==> src/design/assert_macros.svh <==
// Assertion macros used by the control endpoint RTL.
`ifndef ASSERT_MACROS_SVH
`define ASSERT_MACROS_SVH

// Check that cons holds in the same cycle as ante.
`define ASSERT_SAME(label, clk, rst, ante, cons) \
  label: assert property (@(posedge clk) disable iff (rst) (ante) |-> (cons)) \
    else $error("assertion failed");

// Check that cons holds in the cycle after ante.
`define ASSERT_NEXT(label, clk, rst, ante, cons) \
  label: assert property (@(posedge clk) disable iff (rst) (ante) |=> (cons)) \
    else $error("assertion failed");

`endif

==> src/design/ucdc_pkg.sv <==
// Codes, types and constant tables of the USB CDC control endpoint.
`timescale 1ns / 1ps

package ucdc_pkg;

  typedef enum logic [2:0] {
    CMD_SETUP     = 3'd0,
    CMD_EP0_IN    = 3'd1,
    CMD_EP0_OUT   = 3'd2,
    CMD_DATA_IN   = 3'd3,
    CMD_BUS_RESET = 3'd4,
    CMD_DISCONN   = 3'd5,
    CMD_TRANSMIT  = 3'd6,
    CMD_DATA_OUT  = 3'd7
  } cmd_t;

  typedef enum logic [2:0] {
    EP0_NONE  = 3'd0,
    EP0_ZLP   = 3'd1,
    EP0_SEND  = 3'd2,
    EP0_STALL = 3'd3,
    EP0_ARM7  = 3'd4
  } ep0_act_t;

  typedef enum logic [3:0] {
    SRC_NONE     = 4'd0,
    SRC_DEVICE   = 4'd1,
    SRC_CONFIG   = 4'd2,
    SRC_QUAL     = 4'd3,
    SRC_STRING0  = 4'd4,
    SRC_CFG_VAL  = 4'd8,
    SRC_STATUS   = 4'd9,
    SRC_ALT      = 4'd10,
    SRC_LINECODE = 4'd11
  } src_t;

  typedef enum logic [2:0] {
    EPA_NONE   = 3'd0,
    EPA_OPEN   = 3'd1,
    EPA_CLOSE  = 3'd2,
    EPA_EP0    = 3'd3,
    EPA_REARM  = 3'd4
  } ep_act_t;

  typedef enum logic [1:0] {
    TX_NONE    = 2'd0,
    TX_ACCEPT  = 2'd1,
    TX_REFUSED = 2'd2
  } tx_stat_t;

  // Request types (bits 6:5) and recipients (bits 4:0) of bmRequestType
  localparam logic [1:0] KIND_STANDARD = 2'b00;
  localparam logic [1:0] KIND_CLASS    = 2'b01;
  localparam logic [4:0] RCP_DEVICE    = 5'd0;
  localparam logic [4:0] RCP_INTERFACE = 5'd1;

  // Standard requests
  localparam logic [7:0] REQ_GET_STATUS    = 8'h00;
  localparam logic [7:0] REQ_CLEAR_FEATURE = 8'h01;
  localparam logic [7:0] REQ_SET_FEATURE   = 8'h03;
  localparam logic [7:0] REQ_SET_ADDRESS   = 8'h05;
  localparam logic [7:0] REQ_GET_DESC      = 8'h06;
  localparam logic [7:0] REQ_GET_CONFIG    = 8'h08;
  localparam logic [7:0] REQ_SET_CONFIG    = 8'h09;
  localparam logic [7:0] REQ_GET_IFACE     = 8'h0A;
  localparam logic [7:0] REQ_SET_IFACE     = 8'h0B;

  // CDC class requests
  localparam logic [7:0] REQ_SET_LINE_CODING = 8'h20;
  localparam logic [7:0] REQ_GET_LINE_CODING = 8'h21;
  localparam logic [7:0] REQ_SET_CTRL_LINE   = 8'h22;
  localparam logic [7:0] REQ_SEND_BREAK      = 8'h23;

  // Descriptor types
  localparam logic [7:0] DESC_DEVICE = 8'h01;
  localparam logic [7:0] DESC_CONFIG = 8'h02;
  localparam logic [7:0] DESC_STRING = 8'h03;
  localparam logic [7:0] DESC_QUAL   = 8'h06;

  // Reply sizes in bytes
  localparam logic [6:0] LEN_DEVICE   = 7'd18;
  localparam logic [6:0] LEN_CONFIG   = 7'd75;
  localparam logic [6:0] LEN_QUAL     = 7'd10;
  localparam logic [6:0] LEN_CFG_VAL  = 7'd1;
  localparam logic [6:0] LEN_STATUS   = 7'd2;
  localparam logic [6:0] LEN_ALT      = 7'd1;
  localparam logic [6:0] LEN_LINECODE = 7'd7;
  localparam int unsigned NUM_STRINGS = 4;

  localparam logic [31:0] DEFAULT_RATE      = 32'd9600;
  localparam logic [7:0]  DEFAULT_DATA_BITS = 8'd8;

  // Size of string descriptor idx
  function automatic logic [6:0] string_len(input logic [1:0] idx);
    logic [6:0] len;
    case (idx)
      2'd0:    len = 7'd4;
      2'd1:    len = 7'd14;
      2'd2:    len = 7'd26;
      default: len = 7'd10;
    endcase
    return len;
  endfunction

  // Reply size clamped to wLength
  function automatic logic [6:0] clamp_len(input logic [6:0] size, input logic [15:0] wlen);
    logic [6:0] len;
    if (wlen < {9'd0, size}) len = wlen[6:0];
    else len = size;
    return len;
  endfunction

endpackage

==> src/design/usb_cdc_control_endpoint.sv <==
// USB CDC ACM control endpoint: event decoder, request handler and state keeper.
//
//   channel  | direction | word
//   ---------+-----------+------------------------------------------------
//   s_axis   | in        | one device event (kind in tuser, request in tdata)
//   m_axis   | out       | one reply/action word per event
//
// Each event passes from the input register to the result register. One
// event is accepted per cycle while the result register is not stalled.
// The decode between the two registers is a few compares and muxes.
// A stalled result register holds its word; the input register still fills,
// and s_axis_tready drops only when both stages hold a word.
// rst (synchronous, active high) clears the valid flags and the endpoint
// state to its power-on values (line rate 9600, 8 data bits).
`timescale 1ns / 1ps
`include "assert_macros.svh"

module usb_cdc_control_endpoint (
  input  logic         clk,
  input  logic         rst,
  input  logic         s_axis_tvalid,
  output logic         s_axis_tready,
  // [7:0] setup_type, [15:8] request_code, [31:16] request_value,
  // [47:32] request_length, [79:48] coding_rate, [87:80] coding_stop_bits,
  // [95:88] coding_parity, [103:96] coding_data_bits
  input  logic [103:0] s_axis_tdata,
  // [2:0] command
  input  logic [2:0]   s_axis_tuser,
  output logic         m_axis_tvalid,
  input  logic         m_axis_tready,
  // [2:0] ep0_action, [6:3] reply_source, [13:7] reply_length,
  // [69:14] reply_inline, [72:70] endpoint_action, [73] address_apply,
  // [80:74] device_address, [82:81] transmit_status, [83] is_configured,
  // [87:84] zero
  output logic [87:0]  m_axis_tdata
);

  // Input register
  logic               in_valid;
  ucdc_pkg::cmd_t     in_cmd;
  logic [103:0]       in_data;

  // Endpoint state
  logic        configured, configured_next;
  logic [7:0]  config_num, config_num_next;
  logic [6:0]  pending_addr, pending_addr_next;
  logic        expect_coding, expect_coding_next;
  logic [31:0] line_rate, line_rate_next;
  logic [7:0]  line_stop, line_stop_next;
  logic [7:0]  line_parity, line_parity_next;
  logic [7:0]  line_data_bits, line_data_bits_next;
  logic        tx_busy, tx_busy_next;

  // Result fields
  ucdc_pkg::ep0_act_t ep0_act;
  ucdc_pkg::src_t     src;
  logic [6:0]         rep_len;
  logic [55:0]        rep_inline;
  ucdc_pkg::ep_act_t  ep_act;
  logic               addr_apply;
  logic [6:0]         dev_addr;
  ucdc_pkg::tx_stat_t tx_stat;

  // Result register
  logic        out_valid;
  logic [87:0] out_data;

  logic advance;

  // Unpacked request fields
  logic [7:0]  rtype, rcode;
  logic [15:0] rvalue, rlen;
  logic [31:0] c_rate;
  logic [7:0]  c_stop, c_parity, c_bits;
  logic [1:0]  kind;
  logic [4:0]  recip;
  logic [7:0]  dtype, didx;

  assign rtype    = in_data[7:0];
  assign rcode    = in_data[15:8];
  assign rvalue   = in_data[31:16];
  assign rlen     = in_data[47:32];
  assign c_rate   = in_data[79:48];
  assign c_stop   = in_data[87:80];
  assign c_parity = in_data[95:88];
  assign c_bits   = in_data[103:96];
  assign kind     = rtype[6:5];
  assign recip    = rtype[4:0];
  assign dtype    = rvalue[15:8];
  assign didx     = rvalue[7:0];

  // Move the input word on when the result register is free or draining
  assign advance       = in_valid && (!out_valid || m_axis_tready);
  assign s_axis_tready = !in_valid || advance;
  assign m_axis_tvalid = out_valid;
  assign m_axis_tdata  = out_data;

  // Decode one event against the current state
  always_comb begin
    configured_next     = configured;
    config_num_next     = config_num;
    pending_addr_next   = pending_addr;
    expect_coding_next  = expect_coding;
    line_rate_next      = line_rate;
    line_stop_next      = line_stop;
    line_parity_next    = line_parity;
    line_data_bits_next = line_data_bits;
    tx_busy_next        = tx_busy;

    ep0_act    = ucdc_pkg::EP0_NONE;
    src        = ucdc_pkg::SRC_NONE;
    rep_len    = 7'd0;
    rep_inline = 56'd0;
    ep_act     = ucdc_pkg::EPA_NONE;
    addr_apply = 1'b0;
    dev_addr   = 7'd0;
    tx_stat    = ucdc_pkg::TX_NONE;

    case (in_cmd)
      ucdc_pkg::CMD_SETUP: begin
        // Any setup drops a pending line coding
        expect_coding_next = 1'b0;
        ep0_act = ucdc_pkg::EP0_STALL;
        if (kind == ucdc_pkg::KIND_STANDARD && recip == ucdc_pkg::RCP_DEVICE) begin
          case (rcode)
            ucdc_pkg::REQ_GET_DESC: begin
              ep0_act = ucdc_pkg::EP0_SEND;
              if (dtype == ucdc_pkg::DESC_DEVICE) begin
                src     = ucdc_pkg::SRC_DEVICE;
                rep_len = ucdc_pkg::clamp_len(ucdc_pkg::LEN_DEVICE, rlen);
              end else if (dtype == ucdc_pkg::DESC_CONFIG) begin
                src     = ucdc_pkg::SRC_CONFIG;
                rep_len = ucdc_pkg::clamp_len(ucdc_pkg::LEN_CONFIG, rlen);
              end else if (dtype == ucdc_pkg::DESC_QUAL) begin
                src     = ucdc_pkg::SRC_QUAL;
                rep_len = ucdc_pkg::clamp_len(ucdc_pkg::LEN_QUAL, rlen);
              end else if (dtype == ucdc_pkg::DESC_STRING &&
                           didx < 8'(ucdc_pkg::NUM_STRINGS)) begin
                src     = ucdc_pkg::src_t'(ucdc_pkg::SRC_STRING0 + {2'd0, didx[1:0]});
                rep_len = ucdc_pkg::clamp_len(ucdc_pkg::string_len(didx[1:0]), rlen);
              end else begin
                ep0_act = ucdc_pkg::EP0_STALL;
              end
            end
            ucdc_pkg::REQ_SET_ADDRESS: begin
              pending_addr_next = rvalue[6:0];
              ep0_act = ucdc_pkg::EP0_ZLP;
            end
            ucdc_pkg::REQ_SET_CONFIG: begin
              config_num_next = rvalue[7:0];
              if (rvalue[7:0] == 8'd1) begin
                configured_next = 1'b1;
                ep_act = ucdc_pkg::EPA_OPEN;
              end else begin
                configured_next = 1'b0;
                ep_act = ucdc_pkg::EPA_CLOSE;
              end
              ep0_act = ucdc_pkg::EP0_ZLP;
            end
            ucdc_pkg::REQ_GET_CONFIG: begin
              ep0_act    = ucdc_pkg::EP0_SEND;
              src        = ucdc_pkg::SRC_CFG_VAL;
              rep_len    = ucdc_pkg::clamp_len(ucdc_pkg::LEN_CFG_VAL, rlen);
              rep_inline = {48'd0, config_num};
            end
            ucdc_pkg::REQ_GET_STATUS: begin
              ep0_act = ucdc_pkg::EP0_SEND;
              src     = ucdc_pkg::SRC_STATUS;
              rep_len = ucdc_pkg::clamp_len(ucdc_pkg::LEN_STATUS, rlen);
            end
            ucdc_pkg::REQ_CLEAR_FEATURE, ucdc_pkg::REQ_SET_FEATURE: begin
              ep0_act = ucdc_pkg::EP0_ZLP;
            end
            default: ep0_act = ucdc_pkg::EP0_STALL;
          endcase
        end else if (kind == ucdc_pkg::KIND_STANDARD &&
                     recip == ucdc_pkg::RCP_INTERFACE) begin
          if (rcode == ucdc_pkg::REQ_GET_IFACE) begin
            ep0_act = ucdc_pkg::EP0_SEND;
            src     = ucdc_pkg::SRC_ALT;
            rep_len = ucdc_pkg::clamp_len(ucdc_pkg::LEN_ALT, rlen);
          end else if (rcode == ucdc_pkg::REQ_SET_IFACE) begin
            ep0_act = ucdc_pkg::EP0_ZLP;
          end
        end else if (kind == ucdc_pkg::KIND_CLASS) begin
          // Class requests ignore the recipient bits
          case (rcode)
            ucdc_pkg::REQ_SET_LINE_CODING: begin
              if (rlen == 16'(ucdc_pkg::LEN_LINECODE)) begin
                expect_coding_next = 1'b1;
                ep0_act = ucdc_pkg::EP0_ARM7;
              end
            end
            ucdc_pkg::REQ_GET_LINE_CODING: begin
              ep0_act    = ucdc_pkg::EP0_SEND;
              src        = ucdc_pkg::SRC_LINECODE;
              rep_len    = ucdc_pkg::clamp_len(ucdc_pkg::LEN_LINECODE, rlen);
              rep_inline = {line_data_bits, line_parity, line_stop, line_rate};
            end
            ucdc_pkg::REQ_SET_CTRL_LINE, ucdc_pkg::REQ_SEND_BREAK: begin
              ep0_act = ucdc_pkg::EP0_ZLP;
            end
            default: ep0_act = ucdc_pkg::EP0_STALL;
          endcase
        end
      end
      ucdc_pkg::CMD_EP0_IN: begin
        // Apply the pending address after the status stage
        if (pending_addr != 7'd0) begin
          addr_apply        = 1'b1;
          dev_addr          = pending_addr;
          pending_addr_next = 7'd0;
        end
      end
      ucdc_pkg::CMD_EP0_OUT: begin
        if (expect_coding) begin
          line_rate_next      = (c_rate == 32'd0) ? ucdc_pkg::DEFAULT_RATE : c_rate;
          line_stop_next      = c_stop;
          line_parity_next    = c_parity;
          line_data_bits_next = c_bits;
          expect_coding_next  = 1'b0;
          ep0_act = ucdc_pkg::EP0_ZLP;
        end
      end
      ucdc_pkg::CMD_DATA_IN: tx_busy_next = 1'b0;
      ucdc_pkg::CMD_BUS_RESET: begin
        configured_next   = 1'b0;
        config_num_next   = 8'd0;
        pending_addr_next = 7'd0;
        ep_act = ucdc_pkg::EPA_EP0;
      end
      ucdc_pkg::CMD_DISCONN: configured_next = 1'b0;
      ucdc_pkg::CMD_TRANSMIT: begin
        if (!configured || tx_busy || rlen == 16'd0) begin
          tx_stat = ucdc_pkg::TX_REFUSED;
        end else begin
          tx_busy_next = 1'b1;
          tx_stat = ucdc_pkg::TX_ACCEPT;
        end
      end
      default: ep_act = ucdc_pkg::EPA_REARM;
    endcase
  end

  // Input register: take a word whenever the stage is empty or moving on
  always_ff @(posedge clk) begin
    if (rst) begin
      in_valid <= 1'b0;
    end else if (s_axis_tready) begin
      in_valid <= s_axis_tvalid;
    end
  end

  always_ff @(posedge clk) begin
    if (s_axis_tvalid && s_axis_tready) begin
      in_cmd  <= ucdc_pkg::cmd_t'(s_axis_tuser);
      in_data <= s_axis_tdata;
    end
  end

  // Result register: hold while stalled
  always_ff @(posedge clk) begin
    if (rst) begin
      out_valid <= 1'b0;
    end else if (advance) begin
      out_valid <= 1'b1;
    end else if (m_axis_tready) begin
      out_valid <= 1'b0;
    end
  end

  always_ff @(posedge clk) begin
    if (advance) begin
      out_data <= {4'd0, configured_next, tx_stat, dev_addr, addr_apply, ep_act,
                   rep_inline, rep_len, src, ep0_act};
    end
  end

  // Commit state as the word leaves the input register
  always_ff @(posedge clk) begin
    if (rst) begin
      configured     <= 1'b0;
      config_num     <= 8'd0;
      pending_addr   <= 7'd0;
      expect_coding  <= 1'b0;
      line_rate      <= ucdc_pkg::DEFAULT_RATE;
      line_stop      <= 8'd0;
      line_parity    <= 8'd0;
      line_data_bits <= ucdc_pkg::DEFAULT_DATA_BITS;
      tx_busy        <= 1'b0;
    end else if (advance) begin
      configured     <= configured_next;
      config_num     <= config_num_next;
      pending_addr   <= pending_addr_next;
      expect_coding  <= expect_coding_next;
      line_rate      <= line_rate_next;
      line_stop      <= line_stop_next;
      line_parity    <= line_parity_next;
      line_data_bits <= line_data_bits_next;
      tx_busy        <= tx_busy_next;
    end
  end

  // An applied address is never zero
  `ASSERT_SAME(a_addr_nonzero, clk, rst, out_valid && out_data[73], out_data[80:74] != 7'd0)
  // Reply length only accompanies a data stage, and never passes the config size
  `ASSERT_SAME(a_len_send, clk, rst,
               out_valid && out_data[13:7] != 7'd0,
               out_data[2:0] == ucdc_pkg::EP0_SEND && out_data[13:7] <= ucdc_pkg::LEN_CONFIG)
  // Reported configured flag matches the committed state
  `ASSERT_NEXT(a_cfg_flag, clk, rst, advance, out_data[83] == configured)
  // An accepted transmit leaves the endpoint busy
  `ASSERT_NEXT(a_tx_busy, clk, rst, advance && tx_stat == ucdc_pkg::TX_ACCEPT, tx_busy)
  // The stored line rate is never zero
  `ASSERT_SAME(a_rate_nonzero, clk, rst, 1'b1, line_rate != 32'd0)

endmodule

==> config.mk <==
export PLATFORM = sky130hd
export DESIGN_NAME = usb_cdc_control_endpoint
export DESIGN_NICKNAME = d
export VERILOG_FILES = /design/src/design/ucdc_pkg.sv /design/src/design/usb_cdc_control_endpoint.sv
export VERILOG_INCLUDE_DIRS = /design/src /design/src/design
export SDC_FILE = /design/constraint.sdc
export NUM_CORES = 1
export LEC_CHECK = 0
export BUFFER_PORTS_ARGS = -buffer_cell sky130_fd_sc_hd__buf_2
export CAP_MARGIN = 30
export CORE_UTILIZATION = 30
export DETAILED_ROUTE_END_ITERATION = 10
export HOLD_SLACK_MARGIN = 0.1
export SYNTH_ARGS = -nofsm -noshare
export SYNTH_HDL_FRONTEND = slang
export SYNTH_SLANG_ARGS = --single-unit
==> constraint.sdc <==
create_clock -name clk -period 6.75 [get_ports clk]
set_input_delay 0.3375 -clock clk [delete_from_list [all_inputs] [get_ports clk]]
set_output_delay 0.3375 -clock clk [all_outputs]
set_load 0.05 [all_outputs]
==> impl_metrics.tcl <==
set metrics [dict create \
    synth_commonest_cells "edfxtp_1, nand2_1, a21oi_1" \
    cts_made_buffers 30 \
    netlist_instances 824 \
    via_per_inst 4.612 \
    fin_skew_ns 0.01074 \
    worstSetupStartpointType "flop" \
    cp-end-kind "flop" \
    max_stage_delay_ns 0.69 \
    critical_path_buf_inv_count 0 \
    fin_area_um2 13690 \
    synth-async-reset-ratio_pct 0 \
    tns_ns 0 \
    synth_warnings 0 \
    numPortBuffers 195 \
    worstPathMaxFanout 14 \
    vias 7361 \
    ys.flop_type "edfxtp_1" \
    path_cells "nor3b_1 -> a21boi_0 -> o221ai_1 -> or3b_1 -> a21oi_1" \
    synth_area_leaders "edfxtp_1, dfxtp_1, nand2_1, a21oi_1, and2_1" \
    synth-edff-count 190 \
    crit_arrival_ns 3.48 \
    leakagePower_uw 0.005039 \
    cap_violations 0 \
    wl_per_cell_um 16.13 \
    nets 1238 \
    grt_pass1_vias 7238 \
    yosysTopAreaCell "edfxtp_1" \
    synth.avg_cell_area_um2 12.37 \
    layout-drive-gt1-share_pct 23.34 \
    netlist_area_um2 10190 \
    p_per_area_nw_per_um2 268.8 \
    slew_viol_final 0 \
    cts_max_level 1 \
    setup_viol 0 \
    antenna_found_initial 1 \
    fillerInstances 3181 \
    cts_num_sinks 266 \
    clk_latency_ns 0.56 \
    die_area_um2 34710 \
    slowest_stage "nor3b_1" \
    cp_top_family "simple AND/OR/NAND/NOR gates" \
    cts_resized 0 \
    outcome "complete, no violations" \
    core-area_um2 33450 \
    grt_usage_pct 14.44 \
    synthDominantCellAreaShare_pct 55.99 \
    die_x_um 186.3 \
    dpl-instance-area_um2 11630 \
    relSlewSlack_pct 30.73 \
    synthToLayoutAreaGrowth_pct 34.38 \
    max-vdd-ir-drop_mv 0.1862 \
    ys_seq_area_share_pct 70.92 \
    finalWeightedCongestion 0.8092 \
    clk_pin_slew_ns 0.06 \
    drt_iter0_markers 402 \
    min_period_ns 3.009 \
    ys_ff_latch 266 \
    hpwl_um 16630 \
    first_pass_iters 5 \
    post-route-drc-count 0 \
    hold_path_class "reg2reg" \
    fmax_mhz 332.3 \
    cts.path.max_buffers 3 \
    fp.dieH_um 186.3 \
    grt-ovfl-total 0 \
    yosysMostFrequentCell "edfxtp_1" \
    rows 67 \
    grt_pass1_wl_um 39730 \
    start_util_pct 30.46 \
    grt_max_degree 77 \
    finalWirelength_um 25740 \
    num_io_pins 201 \
    worstSetupPathType "reg2reg" \
    fin_crit_sh_pct 44.58 \
    worst_pin_slew_ns 1.039 \
    insertedDiodeCount 0 \
    worstPathRequired_ns 7.23 \
    yosysUniqueCellTypes 62 \
    rsz0062_at_grt "no" \
    antenna_left 0 \
    finalHoldViolCount 0 \
    cts_tree "built" \
    cts_root_buf "clkbuf_16" \
]
[sequential cells by signal, indices dropped and copies added, names as in the netlist]
name / flops
line_rate: 32
line_data_bits: 8
line_parity: 8
config_num: 8
in_cmd: 3
configured: 1
in_valid: 1
in_data: 103
m_axis_tvalid: 1
m_axis_tdata: 84
tx_busy: 1
pending_addr: 7
line_stop: 8
expect_coding: 1
[final timing paths]
kind	start	to	slack, ns	cells past startpoint
hold / removal	line_data_bits[5]	line_data_bits[5]	0.45	2
hold reg to reg	line_data_bits[5]	line_data_bits[5]	0.45	2
setup / recovery	in_cmd[2]	pending_addr[0]	3.74	5
setup reg to reg	in_cmd[2]	pending_addr[0]	3.74	5
[stage by stage]
stage          power [µW]  instances  worst slack, ns  hold WS [ns]  utilization, %
6_report             3681       1596            3.741        0.4473           40.94
5_1_grt              3824       1596            3.420        0.4623           40.94
4_1_cts              3738       1596            3.696        0.4500           40.94
3_5_place_dp         2076       1432            3.718        0.4421           34.76
3_3_place_gp         2072       1431            3.732        0.4367           34.70
2_1_floorplan        1996        827            2.682        0.4291               -
[cells in the final DEF (no fill, tap or decap), types with 3 or more instances in the layout]
cell / netlist / layout
buf_2: 3 / 195
nand4_1: 7 / 7
nor3_1: 15 / 15
nor2b_1: 6 / 6
a22o_1: 9 / 9
inv_1: 6 / 5
nor3b_1: 3 / 3
dfxtp_1: 76 / 76
o21ai_0: 17 / 17
o21a_1: 3 / 3
a31oi_1: 3 / 3
nor2_1: 36 / 34
clkbuf_1: 34 / 9
and3_1: 8 / 8
clkbuf_8: 0 / 4
a21o_1: 3 / 3
a21boi_0: 4 / 4
or3_1: 5 / 5
nand3_1: 16 / 16
conb_1: 1 / 4
o31ai_1: 4 / 4
nand3b_1: 3 / 3
a21oi_1: 78 / 78
nand2_1: 146 / 146
ha_1: 3 / 3
or2_2: 6 / 6
dlygate4sd3_1: 0 / 108
edfxtp_1: 190 / 190
clkbuf_16: 0 / 32
nand2b_1: 11 / 11
nor4_1: 19 / 19
clkinv_2: 0 / 7
and2_1: 58 / 57
buf_4: 4 / 6
o22ai_1: 4 / 4
[cells by family after synthesis]
family          share of synthesized area, %
simple gates                           17.46
flops                                  70.92
compound gates                         8.767
buf+inv                                2.136
fa+ha+maj                             0.3684
mux                                   0.2210
other cells                          0.03680
xor+xnor                             0.08597
[timing repair]
item / CTS / global route
hold endpoints to repair: 108 / 0
buffers inserted: 0 / 0
hold buffers: 108 / 0
[cell type report]
| class | count | area [µm²] | share of cell area [%] |
|---|---|---|---|
| sequential | 266 | 7227 | 52.78 |
| multi-input combinational | 510 | 2774 | 20.26 |
| timing repair buffer | 310 | 2122 | 15.50 |
| clock buffer | 45 | 889.6 | 6.497 |
| tap | 448 | 560.5 | 4.094 |
| clock inverter | 11 | 96.34 | 0.7036 |
| inverter | 6 | 23.77 | 0.1736 |
[report_power, final]
group          leakage [µW]  total, µW  switching [µW]  internal [µW]
Sequential          0.00247       1850            36.3           1810
Combinational       0.00208        241             150           91.2
Clock              0.000487       1590             644            948
Total               0.00504       3680             830           2850
[worst reg2reg max path: stages, from the launching register on]
cell and delay, ns:
edfxtp_1 0.60, nor3b_1 0.70, a21boi_0 0.44, o221ai_1 0.52, or3b_1 0.54, a21oi_1 0.14
[per-layer routing]
| layer | vias up | routed length [µm] | track usage, % |
|---|---|---|---|
| met1 | 3503 | 11630 | 19.30 |
| met5 | - | 13 | 0 |
| li1 | 3587 | - | - |
| met3 | 44 | 1442 | 2.633 |
| met4 | 2 | 509 | 3.973 |
| met2 | 225 | 12140 | 23.94 |
No activity file was read; power rests on OpenSTA's default activity.
